### src/rtl/hrcd_pkg.sv
// Types, constants and helper functions for the chunked response deframer.
package hrcd_pkg;

    localparam int BYTE_W     = 8;
    localparam int STATUS_W   = 3;
    localparam int MAX_W      = 24;
    localparam int DATA_W     = 32;
    localparam int ADDR_W     = 2;
    localparam int TAIL_DEPTH = 26;
    localparam int OK_LEN     = 5;

    localparam logic [MAX_W-1:0]  MAX_BODY_RESET = 24'd8388608;
    localparam logic [ADDR_W-1:0] REG_MAX_BODY   = 2'd0;

    localparam logic [STATUS_W-1:0] ST_OK          = 3'd0;
    localparam logic [STATUS_W-1:0] ST_NO_HDR_END  = 3'd1;
    localparam logic [STATUS_W-1:0] ST_NOT_200     = 3'd2;
    localparam logic [STATUS_W-1:0] ST_TOO_LARGE   = 3'd3;
    localparam logic [STATUS_W-1:0] ST_CHUNK_BAD   = 3'd4;

    localparam logic [BYTE_W-1:0] CH_CR   = 8'h0D;
    localparam logic [BYTE_W-1:0] CH_LF   = 8'h0A;
    localparam logic [BYTE_W-1:0] CH_SEMI = 8'h3B;

    // first character sits in the top byte
    localparam logic [8*TAIL_DEPTH-1:0] TE_TEXT = "transfer-encoding: chunked";
    localparam logic [8*OK_LEN-1:0]     OK_TEXT = " 200 ";

    typedef struct packed {
        logic [BYTE_W-1:0] raw_byte;
        logic              end_of_response;
    } hrcd_word_t;

    typedef struct packed {
        logic [BYTE_W-1:0]   body_byte;
        logic                body_valid;
        logic                done_res;
        logic [STATUS_W-1:0] status;
    } hrcd_result_t;

    function automatic logic [BYTE_W-1:0] fold_case(input logic [BYTE_W-1:0] c);
        logic [BYTE_W-1:0] r;
        r = c;
        if (c inside {[8'h41:8'h5A]})
            r = c + 8'h20;
        return r;
    endfunction

    // bit 4 set when c is a hex digit, low nibble its value
    function automatic logic [4:0] hex_value(input logic [BYTE_W-1:0] c);
        logic [BYTE_W-1:0] d;
        logic [4:0]        r;
        d = 8'h00;
        r = 5'd0;
        if (c inside {[8'h30:8'h39]})
        begin
            d = c - 8'h30;
            r = {1'b1, d[3:0]};
        end
        else if (c inside {[8'h61:8'h66]})
        begin
            d = c - 8'h57;
            r = {1'b1, d[3:0]};
        end
        else if (c inside {[8'h41:8'h46]})
        begin
            d = c - 8'h37;
            r = {1'b1, d[3:0]};
        end
        return r;
    endfunction

endpackage

### src/rtl/hrcd_in_if.sv
// Raw response byte channel.
interface hrcd_in_if import hrcd_pkg::*; ();
    logic              valid;
    logic              ready;
    logic [BYTE_W-1:0] raw_byte;
    logic              end_of_response;

    modport source (output valid, output raw_byte, output end_of_response, input ready);
    modport sink   (input valid, input raw_byte, input end_of_response, output ready);
endinterface

### src/rtl/hrcd_out_if.sv
// Decoded body and status channel.
interface hrcd_out_if import hrcd_pkg::*; ();
    logic                valid;
    logic                ready;
    logic [BYTE_W-1:0]   body_byte;
    logic                body_valid;
    logic                done_res;
    logic [STATUS_W-1:0] status;

    modport source (output valid, output body_byte, output body_valid, output done_res,
                    output status, input ready);
    modport sink   (input valid, input body_byte, input body_valid, input done_res,
                    input status, output ready);
endinterface

### src/rtl/hrcd_apb_regs.sv
// APB register file holding the body length limit.
module hrcd_apb_regs import hrcd_pkg::*;
(
    input  logic              clk,
    input  logic              rst_n,
    input  logic              psel,
    input  logic              penable,
    input  logic              pwrite,
    input  logic [ADDR_W-1:0] paddr,
    input  logic [DATA_W-1:0] pwdata,
    output logic [DATA_W-1:0] prdata,
    output logic              pready,
    output logic [MAX_W-1:0]  max_body_bytes
);

    logic [MAX_W-1:0] max_body_reg;
    logic             wr_en;

    assign pready = 1'b1;
    assign wr_en  = psel & penable & pwrite & pready;

    always_ff @(posedge clk or negedge rst_n)
    begin
        if (!rst_n)
            max_body_reg <= MAX_BODY_RESET;
        else if (wr_en)
            max_body_reg <= pwdata[MAX_W-1:0];
    end

    assign prdata = (paddr == REG_MAX_BODY) ? {{(DATA_W-MAX_W){1'b0}}, max_body_reg} : '0;
    assign max_body_bytes = max_body_reg;

endmodule

### src/rtl/hrcd_parser.sv
// Header scan and chunk deframing, one byte per step.
module hrcd_parser import hrcd_pkg::*;
#(
    parameter int COUNT_WIDTH = 25
)
(
    input  logic             clk,
    input  logic             rst_n,
    input  logic             step,
    input  hrcd_word_t       word,
    input  logic [MAX_W-1:0] max_body_bytes,
    output hrcd_result_t     result
);

    localparam int SUM_W = (COUNT_WIDTH + 1 > MAX_W + 1) ? COUNT_WIDTH + 1 : MAX_W + 1;
    localparam logic [COUNT_WIDTH-1:0] COUNT_MAX = '1;

    typedef enum logic [3:0] {
        PH_LINE1,
        PH_HDR_A,
        PH_HDR_B,
        PH_HDR,
        PH_DRAIN,
        PH_IDENT,
        PH_CSIZE,
        PH_CSIZE_CR,
        PH_CEXT,
        PH_CDATA,
        PH_CDATA_CR,
        PH_CDATA_LF
    } phase_t;

    phase_t                  phase_reg, phase_next;
    logic [BYTE_W-1:0]       tail_reg [TAIL_DEPTH];
    logic [BYTE_W-1:0]       tail_cur [TAIL_DEPTH];
    logic                    status_ok_reg, status_ok_next;
    logic                    chunked_reg, chunked_next;
    logic [COUNT_WIDTH-1:0]  acc_reg, acc_next;
    logic                    digit_reg, digit_next;
    logic [COUNT_WIDTH-1:0]  count_reg, count_next;
    logic [STATUS_W-1:0]     outcome_reg, outcome_next;

    logic [BYTE_W-1:0]       b;
    logic [BYTE_W-1:0]       prev;
    logic                    te_hit;
    logic                    ok_hit;
    logic                    hdr_end;
    logic [4:0]              hex;
    logic [COUNT_WIDTH+3:0]  acc_shift;
    logic [SUM_W-1:0]        line_sum;
    logic                    line_over;
    logic [COUNT_WIDTH-1:0]  count_inc;
    logic                    inc_over;
    logic [COUNT_WIDTH-1:0]  acc_dec;
    phase_t                  ld_phase;
    logic [STATUS_W-1:0]     ld_outcome;
    logic                    emit;
    logic [STATUS_W-1:0]     st;

    assign b    = word.raw_byte;
    assign prev = tail_reg[0];

    always_comb
    begin
        tail_cur[0] = b;
        for (int k = 1; k < TAIL_DEPTH; k++)
            tail_cur[k] = tail_reg[k-1];
    end

    always_comb
    begin
        te_hit = 1'b1;
        for (int k = 0; k < TAIL_DEPTH; k++)
            if (fold_case(tail_cur[k]) != TE_TEXT[8*k +: 8])
                te_hit = 1'b0;
        ok_hit = 1'b1;
        for (int k = 0; k < OK_LEN; k++)
            if (tail_cur[k] != OK_TEXT[8*k +: 8])
                ok_hit = 1'b0;
    end

    assign hdr_end = (b == CH_LF) && (tail_reg[0] == CH_CR) &&
                     (tail_reg[1] == CH_LF) && (tail_reg[2] == CH_CR);

    assign hex       = hex_value(b);
    assign acc_shift = {acc_reg, hex[3:0]};
    assign line_sum  = SUM_W'(count_reg) + SUM_W'(acc_reg);
    assign line_over = (line_sum > SUM_W'(max_body_bytes)) || line_sum[COUNT_WIDTH];
    assign count_inc = count_reg + 1'b1;
    assign inc_over  = SUM_W'(count_inc) > SUM_W'(max_body_bytes);
    assign acc_dec   = acc_reg - 1'b1;

    // end of a size line
    always_comb
    begin
        ld_phase   = PH_CDATA;
        ld_outcome = outcome_reg;
        if (!digit_reg)
        begin
            ld_phase   = PH_DRAIN;
            ld_outcome = ST_CHUNK_BAD;
        end
        else if (acc_reg == '0)
        begin
            ld_phase   = PH_DRAIN;
            ld_outcome = ST_OK;
        end
        else if (line_over)
        begin
            ld_phase   = PH_DRAIN;
            ld_outcome = ST_CHUNK_BAD;
        end
    end

    always_comb
    begin
        phase_next     = phase_reg;
        status_ok_next = status_ok_reg;
        chunked_next   = chunked_reg;
        acc_next       = acc_reg;
        digit_next     = digit_reg;
        count_next     = count_reg;
        outcome_next   = outcome_reg;
        emit           = 1'b0;

        case (phase_reg)
            PH_LINE1:
            begin
                if (te_hit)
                    chunked_next = 1'b1;
                if (ok_hit)
                    status_ok_next = 1'b1;
                if (b == CH_LF && prev == CH_CR)
                    phase_next = PH_HDR_A;
            end
            PH_HDR_A, PH_HDR_B, PH_HDR:
            begin
                if (te_hit)
                    chunked_next = 1'b1;
                if (hdr_end)
                begin
                    if (phase_reg == PH_HDR_B || !status_ok_reg)
                    begin
                        phase_next   = PH_DRAIN;
                        outcome_next = ST_NOT_200;
                    end
                    else if (chunked_reg)
                    begin
                        phase_next = PH_CSIZE;
                        acc_next   = '0;
                        digit_next = 1'b0;
                    end
                    else
                        phase_next = PH_IDENT;
                end
                else if (phase_reg == PH_HDR_A)
                    phase_next = PH_HDR_B;
                else
                    phase_next = PH_HDR;
            end
            PH_IDENT:
            begin
                emit = 1'b1;
                if (count_reg == COUNT_MAX)
                    outcome_next = ST_TOO_LARGE;
                else
                begin
                    count_next = count_inc;
                    if (inc_over)
                        outcome_next = ST_TOO_LARGE;
                end
            end
            PH_CSIZE:
            begin
                if (hex[4])
                begin
                    acc_next   = acc_shift[COUNT_WIDTH-1:0];
                    digit_next = 1'b1;
                    if (|acc_shift[COUNT_WIDTH+3:COUNT_WIDTH])
                    begin
                        phase_next   = PH_DRAIN;
                        outcome_next = ST_CHUNK_BAD;
                    end
                end
                else if (b == CH_SEMI)
                begin
                    if (digit_reg)
                        phase_next = PH_CEXT;
                    else
                    begin
                        phase_next   = PH_DRAIN;
                        outcome_next = ST_CHUNK_BAD;
                    end
                end
                else if (b == CH_CR)
                    phase_next = PH_CSIZE_CR;
                else
                begin
                    phase_next   = PH_DRAIN;
                    outcome_next = ST_CHUNK_BAD;
                end
            end
            PH_CSIZE_CR:
            begin
                if (b == CH_LF)
                begin
                    phase_next   = ld_phase;
                    outcome_next = ld_outcome;
                end
                else
                begin
                    phase_next   = PH_DRAIN;
                    outcome_next = ST_CHUNK_BAD;
                end
            end
            PH_CEXT:
            begin
                if (b == CH_LF && prev == CH_CR)
                begin
                    phase_next   = ld_phase;
                    outcome_next = ld_outcome;
                end
            end
            PH_CDATA:
            begin
                emit       = 1'b1;
                count_next = count_inc;
                acc_next   = acc_dec;
                if (acc_dec == '0)
                    phase_next = PH_CDATA_CR;
            end
            PH_CDATA_CR:
            begin
                if (b == CH_CR)
                    phase_next = PH_CDATA_LF;
                else
                begin
                    phase_next   = PH_DRAIN;
                    outcome_next = ST_CHUNK_BAD;
                end
            end
            PH_CDATA_LF:
            begin
                if (b == CH_LF)
                begin
                    phase_next = PH_CSIZE;
                    acc_next   = '0;
                    digit_next = 1'b0;
                end
                else
                begin
                    phase_next   = PH_DRAIN;
                    outcome_next = ST_CHUNK_BAD;
                end
            end
            default:
            begin
                phase_next = phase_reg;
            end
        endcase
    end

    always_comb
    begin
        st = ST_OK;
        if (word.end_of_response)
        begin
            if (phase_next inside {PH_LINE1, PH_HDR_A, PH_HDR_B, PH_HDR})
                st = ST_NO_HDR_END;
            else if (phase_next inside {PH_DRAIN, PH_IDENT})
                st = outcome_next;
            else
                st = ST_CHUNK_BAD;
        end
    end

    assign result.body_byte  = emit ? b : '0;
    assign result.body_valid = emit;
    assign result.done_res   = word.end_of_response;
    assign result.status     = st;

    always_ff @(posedge clk or negedge rst_n)
    begin
        if (!rst_n)
        begin
            phase_reg     <= PH_LINE1;
            status_ok_reg <= 1'b0;
            chunked_reg   <= 1'b0;
            acc_reg       <= '0;
            digit_reg     <= 1'b0;
            count_reg     <= '0;
            outcome_reg   <= ST_OK;
            for (int k = 0; k < TAIL_DEPTH; k++)
                tail_reg[k] <= '0;
        end
        else if (step)
        begin
            if (word.end_of_response)
            begin
                phase_reg     <= PH_LINE1;
                status_ok_reg <= 1'b0;
                chunked_reg   <= 1'b0;
                acc_reg       <= '0;
                digit_reg     <= 1'b0;
                count_reg     <= '0;
                outcome_reg   <= ST_OK;
                for (int k = 0; k < TAIL_DEPTH; k++)
                    tail_reg[k] <= '0;
            end
            else
            begin
                phase_reg     <= phase_next;
                status_ok_reg <= status_ok_next;
                chunked_reg   <= chunked_next;
                acc_reg       <= acc_next;
                digit_reg     <= digit_next;
                count_reg     <= count_next;
                outcome_reg   <= outcome_next;
                for (int k = 0; k < TAIL_DEPTH; k++)
                    tail_reg[k] <= tail_cur[k];
            end
        end
    end

endmodule

### src/rtl/http_response_chunked_deframer.sv
// Top level of the HTTP response chunked deframer.
//
//   channel   dir   word
//   in_ch     in    raw_byte, end_of_response
//   out_ch    out   body_byte, body_valid, done_res, status
//   apb       in    max_body_bytes at byte address 0
//
// One word in and one word out per cycle, sustained while the output is ready.
// A word passes through the input register, then the parser step into the result register.
// Parser state advances only when a word moves into the result register.
// A stalled output holds the result register; the input register still takes one word.
// rst_n clears all control state and sets max_body_bytes to 8388608.
module http_response_chunked_deframer import hrcd_pkg::*;
#(
    parameter int COUNT_WIDTH = 25
)
(
    input  logic              clk,
    input  logic              rst_n,
    hrcd_in_if.sink           in_ch,
    hrcd_out_if.source        out_ch,
    input  logic              psel,
    input  logic              penable,
    input  logic              pwrite,
    input  logic [ADDR_W-1:0] paddr,
    input  logic [DATA_W-1:0] pwdata,
    output logic [DATA_W-1:0] prdata,
    output logic              pready
);

    logic             in_valid_reg;
    hrcd_word_t       in_word_reg;
    logic             out_valid_reg;
    hrcd_result_t     res_reg;
    hrcd_result_t     res_next;
    logic             step;
    logic             in_fire;
    logic [MAX_W-1:0] max_body_bytes;

    assign step         = in_valid_reg && (!out_valid_reg || out_ch.ready);
    assign in_ch.ready  = !in_valid_reg || step;
    assign in_fire      = in_ch.valid && in_ch.ready;

    hrcd_apb_regs u_regs
    (
        .clk            (clk),
        .rst_n          (rst_n),
        .psel           (psel),
        .penable        (penable),
        .pwrite         (pwrite),
        .paddr          (paddr),
        .pwdata         (pwdata),
        .prdata         (prdata),
        .pready         (pready),
        .max_body_bytes (max_body_bytes)
    );

    hrcd_parser #(.COUNT_WIDTH(COUNT_WIDTH)) u_parser
    (
        .clk            (clk),
        .rst_n          (rst_n),
        .step           (step),
        .word           (in_word_reg),
        .max_body_bytes (max_body_bytes),
        .result         (res_next)
    );

    always_ff @(posedge clk or negedge rst_n)
    begin
        if (!rst_n)
        begin
            in_valid_reg  <= 1'b0;
            out_valid_reg <= 1'b0;
        end
        else
        begin
            if (in_fire)
                in_valid_reg <= 1'b1;
            else if (step)
                in_valid_reg <= 1'b0;

            if (step)
                out_valid_reg <= 1'b1;
            else if (out_ch.ready)
                out_valid_reg <= 1'b0;
        end
    end

    always_ff @(posedge clk)
    begin
        if (in_fire)
        begin
            in_word_reg.raw_byte        <= in_ch.raw_byte;
            in_word_reg.end_of_response <= in_ch.end_of_response;
        end
        if (step)
            res_reg <= res_next;
    end

    assign out_ch.valid      = out_valid_reg;
    assign out_ch.body_byte  = res_reg.body_byte;
    assign out_ch.body_valid = res_reg.body_valid;
    assign out_ch.done_res   = res_reg.done_res;
    assign out_ch.status     = res_reg.status;

endmodule

### src/flat_wrapper.sv
// flat-port wrapper written by rule: the top's interface ports become plain ports
module http_response_chunked_deframer_flat import hrcd_pkg::*;
#(
    parameter int COUNT_WIDTH = 25
)
  (clk, rst_n, psel, penable, pwrite, paddr, pwdata, prdata, pready, in_ch_valid, in_ch_raw_byte, in_ch_end_of_response, in_ch_ready, out_ch_valid, out_ch_body_byte, out_ch_body_valid, out_ch_done_res, out_ch_status, out_ch_ready);
  hrcd_in_if in_ch_i ();
  hrcd_out_if out_ch_i ();
  input  logic clk;
  input  logic rst_n;
  input  logic psel;
  input  logic penable;
  input  logic pwrite;
  input  logic [ADDR_W-1:0] paddr;
  input  logic [DATA_W-1:0] pwdata;
  output logic [DATA_W-1:0] prdata;
  output logic pready;
  input wire logic [$bits(in_ch_i.valid)-1:0] in_ch_valid;
  input wire logic [$bits(in_ch_i.raw_byte)-1:0] in_ch_raw_byte;
  input wire logic [$bits(in_ch_i.end_of_response)-1:0] in_ch_end_of_response;
  output wire logic [$bits(in_ch_i.ready)-1:0] in_ch_ready;
  output wire logic [$bits(out_ch_i.valid)-1:0] out_ch_valid;
  output wire logic [$bits(out_ch_i.body_byte)-1:0] out_ch_body_byte;
  output wire logic [$bits(out_ch_i.body_valid)-1:0] out_ch_body_valid;
  output wire logic [$bits(out_ch_i.done_res)-1:0] out_ch_done_res;
  output wire logic [$bits(out_ch_i.status)-1:0] out_ch_status;
  input wire logic [$bits(out_ch_i.ready)-1:0] out_ch_ready;
  assign in_ch_i.valid = in_ch_valid;
  assign in_ch_i.raw_byte = in_ch_raw_byte;
  assign in_ch_i.end_of_response = in_ch_end_of_response;
  assign in_ch_ready = in_ch_i.ready;
  assign out_ch_valid = out_ch_i.valid;
  assign out_ch_body_byte = out_ch_i.body_byte;
  assign out_ch_body_valid = out_ch_i.body_valid;
  assign out_ch_done_res = out_ch_i.done_res;
  assign out_ch_status = out_ch_i.status;
  assign out_ch_i.ready = out_ch_ready;
  http_response_chunked_deframer #(.COUNT_WIDTH(COUNT_WIDTH)) u_core (.clk(clk), .rst_n(rst_n), .in_ch(in_ch_i), .out_ch(out_ch_i), .psel(psel), .penable(penable), .pwrite(pwrite), .paddr(paddr), .pwdata(pwdata), .prdata(prdata), .pready(pready));
endmodule
### config.mk
export PLATFORM = sky130hd
export DESIGN_NAME = http_response_chunked_deframer_flat
export DESIGN_NICKNAME = d
export VERILOG_FILES = /design/src/rtl/hrcd_pkg.sv /design/src/rtl/hrcd_in_if.sv /design/src/rtl/hrcd_out_if.sv /design/src/rtl/hrcd_apb_regs.sv /design/src/rtl/hrcd_parser.sv /design/src/rtl/http_response_chunked_deframer.sv /design/src/flat_wrapper.sv
export SDC_FILE = /design/constraint.sdc
export NUM_CORES = 1
export LEC_CHECK = 0
export BUFFER_PORTS_ARGS = -buffer_cell sky130_fd_sc_hd__buf_2
export CAP_MARGIN = 20
export CORE_AREA = 2 2 218 220
export DETAILED_ROUTE_END_ITERATION = 6
export DIE_AREA = 0 0 220 222
export SKIP_CTS_REPAIR_TIMING = 1
export SYNTH_ARGS = -nofsm -noshare
export SYNTH_HDL_FRONTEND = slang
export SYNTH_SLANG_ARGS = --single-unit
### constraint.sdc
create_clock -name clk -period 5.25 [get_ports clk]
set_clock_uncertainty 0.2 [all_clocks]
set_input_delay 0.525 -clock clk [delete_from_list [all_inputs] [get_ports clk]]
set_output_delay 0.525 -clock clk [all_outputs]
set_load 0.03 [all_outputs]
==> impl_summary.md <==
Run status
The run finished with clean final reports.

Synth
During synthesis, Yosys emitted a total of 0 warnings. Yosys mapped a number of flops with a built-in enable equal to 22. The area of the mapped netlist is 0.0184 sq mm. For this run, asynchronously set or reset flops after synthesis account for 92.9%. The most used flip-flop cell after synthesis is sky130_fd_sc_hd__dfrtp_1. sky130_fd_sc_hd__dfrtp_1 takes more of the synthesized area than any other cell. Synthesis instantiated 98 different standard cells from the library. Among all cell types in the netlist, the one instantiated most often is sky130_fd_sc_hd__nand2_1. The sequential element share of the synthesized area is 42.6%. The register bit count reported by yosys is 308.

The area share of the largest cell type after synthesis is 38.8%. After synthesis, the most frequently instantiated cells are sky130_fd_sc_hd__nand2_1 (487), sky130_fd_sc_hd__dfrtp_1 (285), sky130_fd_sc_hd__nand3b_1 (201). A synthesized cell averages 8.99 sq um. Ranked by total cell area, the synthesized netlist is headed by sky130_fd_sc_hd__dfrtp_1 (39%), sky130_fd_sc_hd__nand2_1 (10%), sky130_fd_sc_hd__nand3b_1 (8.2%), sky130_fd_sc_hd__ha_1 (7.2%), sky130_fd_sc_hd__edfxtp_1 (3.6%). Synthesis handed over a netlist of 2043 instances.

Worst hold path
The end of the worst hold path is u_core.u_regs.max_body_bytes[9]. The type of the most critical hold path is primary input to register. The cell depth of the worst hold path is 2. The beginning of the worst hold path is pwdata[9].

Clock network
After clock tree synthesis, the clock-pin slew on the worst setup and hold paths is 0.05 ns. The H-tree depth is 2. The CTS tree is done.

The clock passes through at most 3 buffers. For this design, the sink count on the clock tree is 308. The tree is rooted in a sky130_fd_sc_hd__clkbuf_16. The TritonCTS buffer count is 39. The insertion delay to the later sink of the worst-skew pair is 0.57 ns.

Critical path
The category of the worst setup path launch point is a register. The number of cells on the worst reg-to-reg path is 18. The source of the worst register-to-register timing path is u_core.u_parser.acc_reg[8]. The worst setup path is of the register to register kind. The register-to-register setup slack is 0.28 ns. On the worst path, the slowest cell contributes a delay of 0.60 ns.

The critical path goes through ha_2 -> and3_1 -> a221o_1 -> nor4_2 -> o21ai_2 -> a31o_2 -> a21o_1 -> a21o_1 -> a21oi_1 -> xnor2_1 -> ha_1 -> nand3_1 -> or3_1 -> nor4_2 -> a21oi_2 -> a21oi_2 -> or4b_2 -> a31oi_1. The worst endpoint required time is 5.52 ns. Data on the critical path arrives at its endpoint at 5.23 ns.

The kind of capture point of the worst setup path is a register. Along the worst path, the maximum fanout reaches 6. The endpoint identified for the worst register-to-register timing path is u_core.u_parser.phase_reg[0]. For this design, the slowest cell found on the critical path is sky130_fd_sc_hd__or4b_2.

Global route
The number of global-route vias before repair is 14700. The total overflow left after global routing is 0. The global-route wire length before repair is 80500 um.

The total global routing track utilization is 20.4%. The pin count of the biggest net entering global routing is 147. The number of antenna violations at the first check in global routing is 0.

Placed design
Detailed placement finished with a half-perimeter wire length of 34100 um. After detailed placement, the total cell area comes to 0.0193 sq mm. At the end of routability-driven placement, the weighted congestion stood at 0.852.

The number of input and output port buffers inserted is 80.

Floorplanning
The vertical die dimension is 222 um. The die area is 0.0488 sq mm. After floorplanning, the core was divided into 79 placement rows. The placeable core area is 0.0463 sq mm. In this run the count of I/O pins placed on the die edge is 98. In this run the horizontal extent of the chip is 220 um. The starting density of the core is 39.7%.

STA
Hold timing on the final database bottoms out at a slack of 0.00638 ns. For this run, the top clock speed supported by timing is 201 MHz. The number of pins with negative max-slew slack in the final report is 0. Headroom to the max-slew limit came out at 30.9%. The transition time at the pin with the least slew margin is 1.04 ns.

The worst path needs 4.97 ns of the cycle, external delays included. The final number of hold-violating endpoints is 0. The worst path uses 94.6% of the clock period. The final number of setup-violating endpoints is 0.

Finish
From synthesis to final layout, the design area changed by 14.1%. The design area is 0.0210 sq mm. The register with the most flip-flops in the layout has 192 of them. The total inserted antenna cells is 0. The layout cell share with drive strength beyond 1 is 11.7%. The layout has 4485 filler cells.

The sequential cell area is 0.00782 sq mm. In the final design database the tool counted 2276 nets. In the final layout, the multi-input gates occupy 0.00992 sq mm.

Power and ir drop
In this run the static leakage power is 10.3 nW. Summing internal, switching and leakage power gives 7.05 mW. The maximum vdd drop is 0.211 mV.

In this run the power density over the cells is 337 mW/mm^2.

Job
The number of violations of the max-capacitance limit is 0.

Routing
Dividing the detail-routed wire length by the instance count gives 18.2 um. The vias after detailed routing is 15300. The residual DRC count is 0. The routed design has 50300 um of wire. The count of nets left with antenna violations after detail routing is 0. The via-per-instance ratio is 5.56. For this run, the detailed router's first-pass iteration total came to 7. The violation count after the first detailed-routing iteration is 1586.
placed cells by master (no fill, tap or decap), types with 10 or more instances in the layout:
| cell | instances |
|---|---|
| sky130_fd_sc_hd__nor4b_1 | 14 |
| sky130_fd_sc_hd__buf_4 | 40 |
| sky130_fd_sc_hd__o31ai_1 | 10 |
| sky130_fd_sc_hd__clkbuf_16 | 39 |
| sky130_fd_sc_hd__o21ai_0 | 61 |
| sky130_fd_sc_hd__dlygate4sd3_1 | 20 |
| sky130_fd_sc_hd__nand3_1 | 29 |
| sky130_fd_sc_hd__xnor2_1 | 32 |
| sky130_fd_sc_hd__nor3_1 | 47 |
| sky130_fd_sc_hd__mux2_2 | 25 |
| sky130_fd_sc_hd__and3_1 | 15 |
| sky130_fd_sc_hd__nor3b_1 | 12 |
| sky130_fd_sc_hd__dfrtp_1 | 285 |
| sky130_fd_sc_hd__ha_1 | 105 |
| sky130_fd_sc_hd__nor2b_1 | 20 |
| sky130_fd_sc_hd__a21oi_1 | 75 |
| sky130_fd_sc_hd__a21o_1 | 14 |
| sky130_fd_sc_hd__nor2_1 | 87 |
| sky130_fd_sc_hd__nand3b_1 | 201 |
| sky130_fd_sc_hd__a211oi_1 | 11 |
| sky130_fd_sc_hd__clkbuf_1 | 14 |
| sky130_fd_sc_hd__nand2b_1 | 10 |
| sky130_fd_sc_hd__buf_2 | 79 |
| sky130_fd_sc_hd__edfxtp_1 | 22 |
| sky130_fd_sc_hd__xor2_1 | 21 |
| sky130_fd_sc_hd__nor4_1 | 28 |
| sky130_fd_sc_hd__nand4_1 | 27 |
| sky130_fd_sc_hd__a22o_1 | 14 |
| sky130_fd_sc_hd__nand4b_1 | 10 |
| sky130_fd_sc_hd__inv_1 | 58 |
| sky130_fd_sc_hd__nand2_1 | 486 |
| sky130_fd_sc_hd__o21ai_1 | 11 |
metrics by stage:
step,utilization [%],setup TNS [ns],setup slack (ns),instances
floorplan,-,0,0.586,2050
global placement,41.8,0,0.156,2657
detailed placement,41.8,0,0.0316,2657
CTS,44.5,0,0.0434,2728
global route,45.3,-0.0237,-0.0120,2756
finish,45.3,0,0.285,2756
how the worst max path moves through the flow:
stage | from | slack, ns | to
2_1_floorplan | u_core.u_parser.acc_reg[7] | 0.59 | u_core.out_ch.status[1]
3_3_place_gp | u_core.u_parser.acc_reg[8] | 0.16 | u_core.out_ch.status[1]
3_5_place_dp | u_core.u_parser.acc_reg[0] | 0.03 | u_core.out_ch.status[1]
4_1_cts | u_core.u_parser.acc_reg[0] | 0.04 | u_core.out_ch.status[1]
5_1_grt | u_core.u_parser.count_reg[12] | -0.01 | u_core.out_ch.status[2]
6_report | u_core.u_parser.acc_reg[8] | 0.28 | u_core.u_parser.phase_reg[0]
where the power goes:
group	leakage (nW)	internal (mW)	switching [mW]
Combinational	5.58	0.601	1.08
Sequential	4.13	2.53	0.171
Clock	0.611	1.58	1.10
cell type report:
type | instances | share of cell area (%)
Multi-Input combinational cell | 1565 | 47.3
Sequential cell | 308 | 37.3
Clock buffer | 56 | 5.11
Timing Repair Buffer | 146 | 4.72
Tap cell | 607 | 3.62
Inverter | 59 | 1.08
Clock inverter | 15 | 0.830
worst max-delay path: cells and delay by family (launching register included):
kind,cells,cell delay (ns)
compound gates,9,1.82
simple gates,6,1.68
fa+ha+maj,2,0.64
flops,1,0.45
xor+xnor,1,0.09
cell families after synthesis:
family / synth area share [%]
fa+ha+maj: 7.33
other cells: 0.0409
buf+inv: 4.00
xor+xnor: 2.53
simple gates: 30.5
flops: 42.6
compound gates: 11.3
mux: 1.75
layer usage:
layer / wire length [um] / global-route usage (%) / up-vias
met1: 23000 / 28.9 / 7489
li1: - / - / 7391
met5: 0 / 0 / -
met3: 2560 / 3.69 / 78
met4: 1240 / 6.19 / 0
met2: 23400 / 31.8 / 363
No activity file was read; power rests on OpenSTA's default activity.
